### config.mk
export PLATFORM = sky130hd
export DESIGN_NAME = rgb565_palette_quantize_to_bitplanes
export DESIGN_NICKNAME = d
export VERILOG_FILES = /design/src/rtl/rpqb_pkg.sv /design/src/rtl/rgb565_palette_quantize_to_bitplanes.sv
export VERILOG_INCLUDE_DIRS = /design/src /design/src/rtl
export SDC_FILE = /design/constraint.sdc
export NUM_CORES = 2
export LEC_CHECK = 0
export BUFFER_PORTS_ARGS = -buffer_cell sky130_fd_sc_hd__buf_2
export CAP_MARGIN = 20
export CORE_MARGIN = 1.5
export CORE_UTILIZATION = 58
export CTS_CLUSTER_DIAMETER = 60
export CTS_CLUSTER_SIZE = 24
export DETAILED_ROUTE_END_ITERATION = 16
export MAX_ROUTING_LAYER = met4
export PLACE_DENSITY_LB_ADDON = 0.25
export SETUP_SLACK_MARGIN = 0.5
export SKIP_CTS_REPAIR_TIMING = 1
export SLEW_MARGIN = 20
export SYNTH_ARGS = -nofsm -noshare
export SYNTH_HDL_FRONTEND = slang
export SYNTH_SLANG_ARGS = --single-unit
### constraint.sdc
create_clock -name aclk -period 12.89 [get_ports aclk]
set_input_delay 1.289 -clock aclk [delete_from_list [all_inputs] [get_ports aclk]]
set_output_delay 1.289 -clock aclk [all_outputs]
set_load 0.01 [all_outputs]
### src/rtl/rgb565_palette_quantize_to_bitplanes_assert.svh
// Assertion macros for the palette quantizer.
`ifndef RGB565_PALETTE_QUANTIZE_TO_BITPLANES_ASSERT_SVH
`define RGB565_PALETTE_QUANTIZE_TO_BITPLANES_ASSERT_SVH

// same-cycle implication, checked out of reset
`define RPQB_ASSERT_IMPLY(lbl, ante, cons, msg) \
    lbl: assert property (@(posedge aclk) disable iff (!aresetn) (ante) |-> (cons)) \
        else $error(msg);

// next-cycle implication, checked out of reset
`define RPQB_ASSERT_NEXT(lbl, ante, cons, msg) \
    lbl: assert property (@(posedge aclk) disable iff (!aresetn) (ante) |=> (cons)) \
        else $error(msg);

`endif

### src/rtl/rpqb_pkg.sv
// Package: word types, constants and the color distance function of the palette quantizer.
package rpqb_pkg;

    localparam int STORE_DEPTH         = 32;
    localparam int DEF_PALETTE_ENTRIES = 32;
    localparam int IDX_W               = 5;
    localparam int GROUP_PIXELS        = 8;
    localparam int NUM_PLANES          = 5;
    localparam int DIST_W              = 11;
    localparam logic [DIST_W-1:0] DIST_NONE = '1;

    localparam logic FUNC_PAL_WRITE = 1'b0;
    localparam logic FUNC_CONVERT   = 1'b1;

    typedef struct packed {
        logic        func;
        logic [4:0]  pal_index;
        logic [11:0] pal_color;
        logic [15:0] pixel0;
        logic [15:0] pixel1;
        logic [15:0] pixel2;
        logic [15:0] pixel3;
        logic [15:0] pixel4;
        logic [15:0] pixel5;
        logic [15:0] pixel6;
        logic [15:0] pixel7;
    } in_word_t;

    typedef struct packed {
        logic [7:0] plane0;
        logic [7:0] plane1;
        logic [7:0] plane2;
        logic [7:0] plane3;
        logic [7:0] plane4;
    } out_word_t;

    function automatic logic [7:0] sq_diff(input logic [3:0] a, input logic [3:0] b);
        logic [3:0] d;
        d = (a > b) ? (a - b) : (b - a);
        return {4'b0000, d} * {4'b0000, d};
    endfunction

    function automatic logic [DIST_W-1:0] color_dist(input logic [15:0] pix,
                                                     input logic [11:0] col);
        logic [7:0] sr;
        logic [7:0] sg;
        logic [7:0] sb;
        sr = sq_diff(pix[15:12], col[11:8]);
        sg = sq_diff(pix[10:7], col[7:4]);
        sb = sq_diff(pix[4:1], col[3:0]);
        return DIST_W'({sr, 1'b0}) + DIST_W'({sg, 2'b00}) + DIST_W'({sb, 1'b0})
             + DIST_W'(sb);
    endfunction

endpackage

### src/rtl/rgb565_palette_quantize_to_bitplanes.sv
// Top level: RGB565 to palette index quantizer with bitplane packing.
// channel | ports                     | word
// input   | s_valid s_ready s_data    | in_word_t: palette write or eight-pixel group
// result  | m_valid m_ready m_data    | out_word_t: five bitplane bytes
// The pixels of a group word enter the distance stage one per cycle while the pipeline advances.
// A palette write only updates the palette; each pixel passes a 32-lane distance stage
// and a registered min tree (s2, s3) before its index reaches the result register.
// Reset clears the palette to zero and empties the pipeline.
// The pipeline stalls only when a finished word meets a full, untaken result register.
`include "rgb565_palette_quantize_to_bitplanes_assert.svh"

module rgb565_palette_quantize_to_bitplanes
    import rpqb_pkg::*;
#(
    parameter int PALETTE_ENTRIES = DEF_PALETTE_ENTRIES
) (
    input  logic      aclk,
    input  logic      aresetn,
    input  logic      s_valid,
    output logic      s_ready,
    input  in_word_t  s_data,
    output logic      m_valid,
    input  logic      m_ready,
    output out_word_t m_data
);

    localparam int CNT_W = $clog2(GROUP_PIXELS + 1);
    localparam int S2_N  = STORE_DEPTH / 4;
    localparam int S3_N  = STORE_DEPTH / 16;

    logic [11:0]       palette_reg [PALETTE_ENTRIES];
    logic [15:0]       pix_sh_reg  [GROUP_PIXELS];
    logic [CNT_W-1:0]  cnt_reg;

    logic              s1_valid_reg, s1_last_reg;
    logic [DIST_W-1:0] s1_dist_reg [STORE_DEPTH];
    logic              s2_valid_reg, s2_last_reg;
    logic [DIST_W-1:0] s2_dist_reg [S2_N];
    logic [IDX_W-1:0]  s2_idx_reg  [S2_N];
    logic              s3_valid_reg, s3_last_reg;
    logic [DIST_W-1:0] s3_dist_reg [S3_N];
    logic [IDX_W-1:0]  s3_idx_reg  [S3_N];

    logic [7:0]        acc_reg  [NUM_PLANES];
    logic [7:0]        acc_next [NUM_PLANES];
    logic              m_valid_reg, m_valid_next;
    out_word_t         m_data_reg;

    logic [DIST_W-1:0] lane_dist [STORE_DEPTH];
    logic [DIST_W-1:0] s2_dist_next [S2_N];
    logic [IDX_W-1:0]  s2_idx_next  [S2_N];
    logic [DIST_W-1:0] s3_dist_next [S3_N];
    logic [IDX_W-1:0]  s3_idx_next  [S3_N];
    logic [IDX_W-1:0]  fin_idx;

    logic pipe_adv, s_accept, issue;

    assign pipe_adv = !(m_valid_reg && !m_ready && s3_valid_reg && s3_last_reg);
    assign s_ready  = (cnt_reg == '0) || ((cnt_reg == CNT_W'(1)) && pipe_adv);
    assign s_accept = s_valid && s_ready;
    assign issue    = cnt_reg != '0;
    assign m_valid  = m_valid_reg;
    assign m_data   = m_data_reg;

    genvar gi;
    generate
        for (gi = 0; gi < STORE_DEPTH; gi++) begin : g_lane
            if (gi < PALETTE_ENTRIES) begin : g_used
                assign lane_dist[gi] = color_dist(pix_sh_reg[0], palette_reg[gi]);
            end else begin : g_pad
                assign lane_dist[gi] = DIST_NONE;
            end
        end
    endgenerate

    always_comb begin
        logic [DIST_W-1:0] l1_d [STORE_DEPTH/2];
        logic [IDX_W-1:0]  l1_i [STORE_DEPTH/2];
        logic [DIST_W-1:0] l3_d [S2_N/2];
        logic [IDX_W-1:0]  l3_i [S2_N/2];
        for (int j = 0; j < STORE_DEPTH / 2; j++) begin
            if (s1_dist_reg[2*j+1] < s1_dist_reg[2*j]) begin
                l1_d[j] = s1_dist_reg[2*j+1];
                l1_i[j] = IDX_W'(2*j+1);
            end else begin
                l1_d[j] = s1_dist_reg[2*j];
                l1_i[j] = IDX_W'(2*j);
            end
        end
        for (int j = 0; j < S2_N; j++) begin
            if (l1_d[2*j+1] < l1_d[2*j]) begin
                s2_dist_next[j] = l1_d[2*j+1];
                s2_idx_next[j]  = l1_i[2*j+1];
            end else begin
                s2_dist_next[j] = l1_d[2*j];
                s2_idx_next[j]  = l1_i[2*j];
            end
        end
        for (int j = 0; j < S2_N / 2; j++) begin
            if (s2_dist_reg[2*j+1] < s2_dist_reg[2*j]) begin
                l3_d[j] = s2_dist_reg[2*j+1];
                l3_i[j] = s2_idx_reg[2*j+1];
            end else begin
                l3_d[j] = s2_dist_reg[2*j];
                l3_i[j] = s2_idx_reg[2*j];
            end
        end
        for (int j = 0; j < S3_N; j++) begin
            if (l3_d[2*j+1] < l3_d[2*j]) begin
                s3_dist_next[j] = l3_d[2*j+1];
                s3_idx_next[j]  = l3_i[2*j+1];
            end else begin
                s3_dist_next[j] = l3_d[2*j];
                s3_idx_next[j]  = l3_i[2*j];
            end
        end
    end

    always_comb begin
        fin_idx = (s3_dist_reg[1] < s3_dist_reg[0]) ? s3_idx_reg[1] : s3_idx_reg[0];
        for (int p = 0; p < NUM_PLANES; p++) begin
            acc_next[p] = {acc_reg[p][6:0], fin_idx[p]};
        end
    end

    always_comb begin
        m_valid_next = m_valid_reg;
        if (pipe_adv && s3_valid_reg && s3_last_reg) begin
            m_valid_next = 1'b1;
        end else if (m_ready) begin
            m_valid_next = 1'b0;
        end
    end

    // control state and palette
    always_ff @(posedge aclk) begin
        if (!aresetn) begin
            cnt_reg      <= '0;
            s1_valid_reg <= 1'b0;
            s2_valid_reg <= 1'b0;
            s3_valid_reg <= 1'b0;
            m_valid_reg  <= 1'b0;
            for (int i = 0; i < PALETTE_ENTRIES; i++) begin
                palette_reg[i] <= '0;
            end
        end else begin
            m_valid_reg <= m_valid_next;
            if (pipe_adv) begin
                s1_valid_reg <= issue;
                s2_valid_reg <= s1_valid_reg;
                s3_valid_reg <= s2_valid_reg;
            end
            if (s_accept && (s_data.func == FUNC_CONVERT)) begin
                cnt_reg <= CNT_W'(GROUP_PIXELS);
            end else if (issue && pipe_adv) begin
                cnt_reg <= cnt_reg - CNT_W'(1);
            end
            if (s_accept && (s_data.func == FUNC_PAL_WRITE)) begin
                for (int i = 0; i < PALETTE_ENTRIES; i++) begin
                    if (s_data.pal_index == IDX_W'(i)) begin
                        palette_reg[i] <= s_data.pal_color;
                    end
                end
            end
        end
    end

    // datapath
    always_ff @(posedge aclk) begin
        if (s_accept && (s_data.func == FUNC_CONVERT)) begin
            pix_sh_reg[0] <= s_data.pixel0;
            pix_sh_reg[1] <= s_data.pixel1;
            pix_sh_reg[2] <= s_data.pixel2;
            pix_sh_reg[3] <= s_data.pixel3;
            pix_sh_reg[4] <= s_data.pixel4;
            pix_sh_reg[5] <= s_data.pixel5;
            pix_sh_reg[6] <= s_data.pixel6;
            pix_sh_reg[7] <= s_data.pixel7;
        end else if (issue && pipe_adv) begin
            for (int k = 0; k < GROUP_PIXELS - 1; k++) begin
                pix_sh_reg[k] <= pix_sh_reg[k+1];
            end
        end
        if (pipe_adv) begin
            s1_last_reg <= cnt_reg == CNT_W'(1);
            s2_last_reg <= s1_last_reg;
            s3_last_reg <= s2_last_reg;
            s1_dist_reg <= lane_dist;
            s2_dist_reg <= s2_dist_next;
            s2_idx_reg  <= s2_idx_next;
            s3_dist_reg <= s3_dist_next;
            s3_idx_reg  <= s3_idx_next;
            if (s3_valid_reg) begin
                acc_reg <= acc_next;
                if (s3_last_reg) begin
                    m_data_reg.plane0 <= acc_next[0];
                    m_data_reg.plane1 <= acc_next[1];
                    m_data_reg.plane2 <= acc_next[2];
                    m_data_reg.plane3 <= acc_next[3];
                    m_data_reg.plane4 <= acc_next[4];
                end
            end
        end
    end

    `RPQB_ASSERT_IMPLY(a_busy_blocks_input, cnt_reg > CNT_W'(1), !s_ready, "input taken mid group")
    `RPQB_ASSERT_NEXT(a_group_loads, s_accept && (s_data.func == FUNC_CONVERT), cnt_reg == CNT_W'(GROUP_PIXELS), "group word did not load")
    `RPQB_ASSERT_NEXT(a_stall_holds, !pipe_adv, $stable(s3_valid_reg) && $stable(fin_idx), "stalled tail changed")
    `RPQB_ASSERT_NEXT(a_last_delivers, pipe_adv && s3_valid_reg && s3_last_reg, m_valid_reg, "finished word lost")

endmodule
Word-level counts from Yosys, hierarchy flattened:

Memory sizes are Yosys's and may differ from the RTL's.
Index checks and enable logic that the tools add are counted.

* register bits after elaboration: 598
* memory bits (writable): 512
* output and inout port bits: 42
* word-level logic and storage cells: 1014
* memories: 2

Memories
* palette_reg: words 32, bits a word 12, rd ports 32, clocked after Yosys merged registers in 0, write ports 32, line rgb565_palette_quantize_to_bitplanes.sv:31 `logic [11:0] palette_reg [PALETTE_ENTRIES];`
* pix_sh_reg: words 8, bits a word 16, rd ports 8, clocked after Yosys merged registers in 0, write ports 8, line rgb565_palette_quantize_to_bitplanes.sv:32 `logic [15:0] pix_sh_reg [GROUP_PIXELS];`

* $add $sub $neg: 289
* multipliers: 96
* order comparisons: 127
* equal/unequal tests: 32
* muxes and demuxes: 334
* bitwise logic cells: 42
* reductions and logical operators: 21

Operators with widths (count)
* 4-bit by 4-bit multiplier with 8-bit output: 96
* 4-bit subtractor: 192
* 4-bit 2-to-1 mux: 98
* 4-bit greater-than comparator: 96
* 12-bit 2-to-1 mux: 32
* 11-bit by 8-bit adder with 11-bit output: 32
* 11-bit by 9-bit adder with 11-bit output: 32
* 9-bit by 10-bit adder with 11-bit output: 32
* 11-bit less-than comparator: 31
* 11-bit 2-to-1 mux: 30
* 1-bit 2-to-1 mux: 152
* 16-bit 2-to-1 mux: 7
* 5-bit equality test (second input constant): 16
* 5-bit 2-to-1 mux: 15
* 5-bit by 4-bit equality test with 1-bit output (second input constant): 8
* 1-bit OR: 39
* 5-bit by 3-bit equality test with 1-bit output (second input constant): 4
* 5-bit by 2-bit equality test with 1-bit output (second input constant): 2
* 1-bit logical AND: 10
* 5-bit by 1-bit equality test with 1-bit output (second input constant): 1
* 5-bit logical NOT: 1
* 4-bit by 1-bit equality test with 1-bit output (second input constant): 1
* 4-bit logical NOT: 1
* 2-bit nonzero test: 2
* 8 further kinds: 11

Logic depth before layout (Yosys ltp):

* depth in word-level cells: 13
* mapped depth: 29
* depth with buffers taken out: 29

Least setup slack after synthesis:

OpenSTA, ideal clock, no wires.

* path kind: register to register
* start point: memory pix_sh_reg[0][2]
* end point: register s1_dist_reg[109] in the netlist's numbering, data pin
* library setup time: 265 ps
* data arrival time: 10084 ps
* data required time: 12625 ps
* slack: 2541 ps
* cell stages (with the launch flop): 24
* path buffers: 0
* clock period less this slack: 10349 ps
* cells stage by stage: edfxtp_1 inv_1 ha_1 a41oi_1 mux2i_1 xor2_1 nor2_1 ha_1 xor2_1 ha_1 nor4bb_1 o21ai_0 nand3_1 a21oi_1 xor2_1 fa_1 fa_1 inv_1 ha_1 inv_1 o21bai_1 a21oi_1 o21ai_0 xor2_1

RTL lines
* start, declared: line rgb565_palette_quantize_to_bitplanes.sv:32
* end signal, assigned: line rgb565_palette_quantize_to_bitplanes.sv:188 `s1_dist_reg <= lane_dist;`
* end, declared: line rgb565_palette_quantize_to_bitplanes.sv:36 `logic [DIST_W-1:0] s1_dist_reg [STORE_DEPTH];`

==> results.md <==
* Critical Path RT at around 13000 ps
* Starting DRT DRC Count at 4482
* Nets at 13250
* Fmax at 123.5 MHz
* Reg2Reg Depth at 28
* Max clock buf depth at 3
* Clock Latency Late Sink at 790 ps
* CP endpoint: s1_dist_reg[131]
* Die Ht at 431.1 um
* Most used cell, CP: ha_1
* Final worst path period need at 8097 ps
* Crit start category: flop
* Post-synth EDFFs at 1044
* CP startpoint: pix_sh_reg[0][3]
* Min-Delay Path Class: flop to flop
* Final hold vios at 0
* Max-cap violation count at 0
* Avg Inst Size Synth at between 10 and 15 um^2
* Final period utilization at 62.82%
* Dpl hpwl at 197.2 mm
* Largest cells by area after synthesis: edfxtp_1 29%, ha_1 21%, fa_1 11%, inv_1 6.4%, mux2i_1 4.5%
* Skew final at 42.12 ps
* Port buffer count at 159
* Post-route ant nets at 0
* Setup_tns at 0 ps
* Unrepaired setup endpoints after global routing: false
* I/O Pins at approximately 190
* Worst slew pin tran at ~1200 ps
* H-tree depth at 3
* Setup crit end kind: flop
* Root Buffer: clkbuf_16
* Pre-antenna DRT Iters at 5
* Share of the synthesized area in the top cell type at between 20% and 30%
* Clk slew on worst S/H paths at roughly 90 ps
* Synthesized area at 106300 um^2
* Full die area at 185900 um^2
* Core area at approximately 180000 um^2
* Reg-to-reg slack, setup at around 4800 ps
* Area leader, netlist: edfxtp_1
* Critical R2R Capture: s1_dist_reg[131]
* Worst Path Arrival at 8600 ps
* First-pass GRT wire length at 410.0 mm
* Vias at approximately 75000
* Slew Viols, Final at 0
* Largest net degree at the start of global routing at 113
* Seq cells post-synth at 1052
* Seq/Total Area, Yosys at 29.64%
* Library cells used by synthesis at 80
* GPL Wtd Cong at 0.9296
* Area delta synth->final at 7.690%
* Num CTS Buffers at around 110
* Overall routing resource usage at 29.05%
* Gr ovfl total at 0
* Count leader, synth: inv_1
* Cells after Synth at 10490
* Initial Util at 58.57%
* # DRC at 0
* Row count at 156
* DIE WIDTH at 431.1 um
* Run status: complete, no violations
* Worst hold slack at just over 400 ps
* Clock sink total at 1052
* Synth warnings at 0
* Initial antenna violation count at 14
* Critical path class: flop to flop
* CTS tree: yes
* Hold depth at 0
* Vias in the first global route at 77560
* Layout cell share with drive strength beyond 1 at under 10%
* CP max FO at 23
* Syn nets at about 13000
* Max incr delay on CP at 690 ps
* R2r startpoint: pix_sh_reg[0][3]
* WL/cell at 19.72 um
* Final setup fails at 0
* Vias per inst at 5.714
* Max reg flops at 384
* Top cells by count, synth: 1819 x inv_1, 1764 x ha_1, 1044 x edfxtp_1, 922 x nor2_1, 794 x a21oi_1
* Async S/R FF share, synth at 0%
* DRT Wirelength at about 260 mm
* Critical-path top delay cell: buf_4
* Slew headroom at between 20% and 30%
* Primary FF master, synth: edfxtp_1
* Filler cell count in the final layout at 14450
[per-stage QoR]
step | util (%) | setup WS [ps] | cells | area, um^2
finish | 63.07 | 4793 | 13210 | 114500
global route | 63.07 | 4332 | 13210 | 114500
CTS | 63.03 | 4863 | 13200 | 114400
detailed placement | 60.76 | 4954 | 12980 | 110300
global placement | 60.75 | 5161 | 12980 | 110300
floorplan | - | 2541 | 10490 | 106300
[placed cells by master (no fill, tap or decap), types with 26 or more instances in the layout]
cell type	instances
inv_1	1810
ha_1	1764
edfxtp_1	1044
nor2_1	919
a21oi_1	794
fa_1	607
a21o_1	508
mux2i_1	474
xnor2_1	384
xor2_1	324
nand2_1	320
buf_2	159
nand2b_1	125
clkbuf_16	113
nor2b_1	109
o21ai_0	101
nor3_1	98
a41oi_1	97
o21ai_1	91
o21bai_1	91
buf_4	90
mux2_1	85
a211oi_1	65
nand3_1	48
o21a_1	46
inv_2	46
nor4bb_1	31
nand4_1	31
nor3b_1	29
or2_2	28
and2_1	26
[layer usage]
layer	global-route usage (%)	wire length, um
met5	-	0
met4	15.40	16820
met3	3.625	13860
met2	49.47	126600
met1	33.51	103200
[cell families after synthesis]
logic type | Yosys count | synth area share (%)
adders and majority gates | 2371 | 32.19
buffers and inverters | 1997 | 7.148
AOI/OAI and AO/OA | 1955 | 11.75
and+or+nand+nor | 1829 | 7.845
DFF | 1052 | 29.64
xor gates and xnor gates | 708 | 5.832
muxes | 581 | 5.596
[critical path: cells and delay by family (launching register included)]
family | cells | cell delay, ps
adder cells (fa/ha/maj) | 6 | 2410
buffers and inverters | 6 | 1670
AO/OA/AOI/OAI | 8 | 1430
XOR/XNOR | 4 | 930
AND/OR/NAND/NOR | 3 | 630
flip-flops | 1 | 360
multiplexers | 1 | 320
[final cells by class]
class / count / area [um^2] / share of cell area, %
clock buffer: 120 / 2854 / 2.493
antenna: 9 / 22.52 / 0.01967
multi-input combinational: 7444 / 67280 / 58.76
clock inverter: 94 / 1262 / 1.103
tap: 2370 / 2965 / 2.590
sequential: 1052 / 31510 / 27.52
timing repair buffer: 256 / 1590 / 1.389
inverter: 1863 / 7008 / 6.121
[how the worst min path moves through the flow]
stage	startpoint	end	slack [ps]
after CTS	s1_last_reg	s2_last_reg	410
after detailed placement	acc_next[23]	m_data[23]	410
after global placement	s1_last_reg	s2_last_reg	400
final	s1_last_reg	s2_last_reg	410
after floorplan	acc_next[15]	m_data[15]	400
after global routing	s1_last_reg	s2_last_reg	430
Power is not shown: default switching activity piles up to over one toggle a cycle in this logic, so the estimate is an artifact.
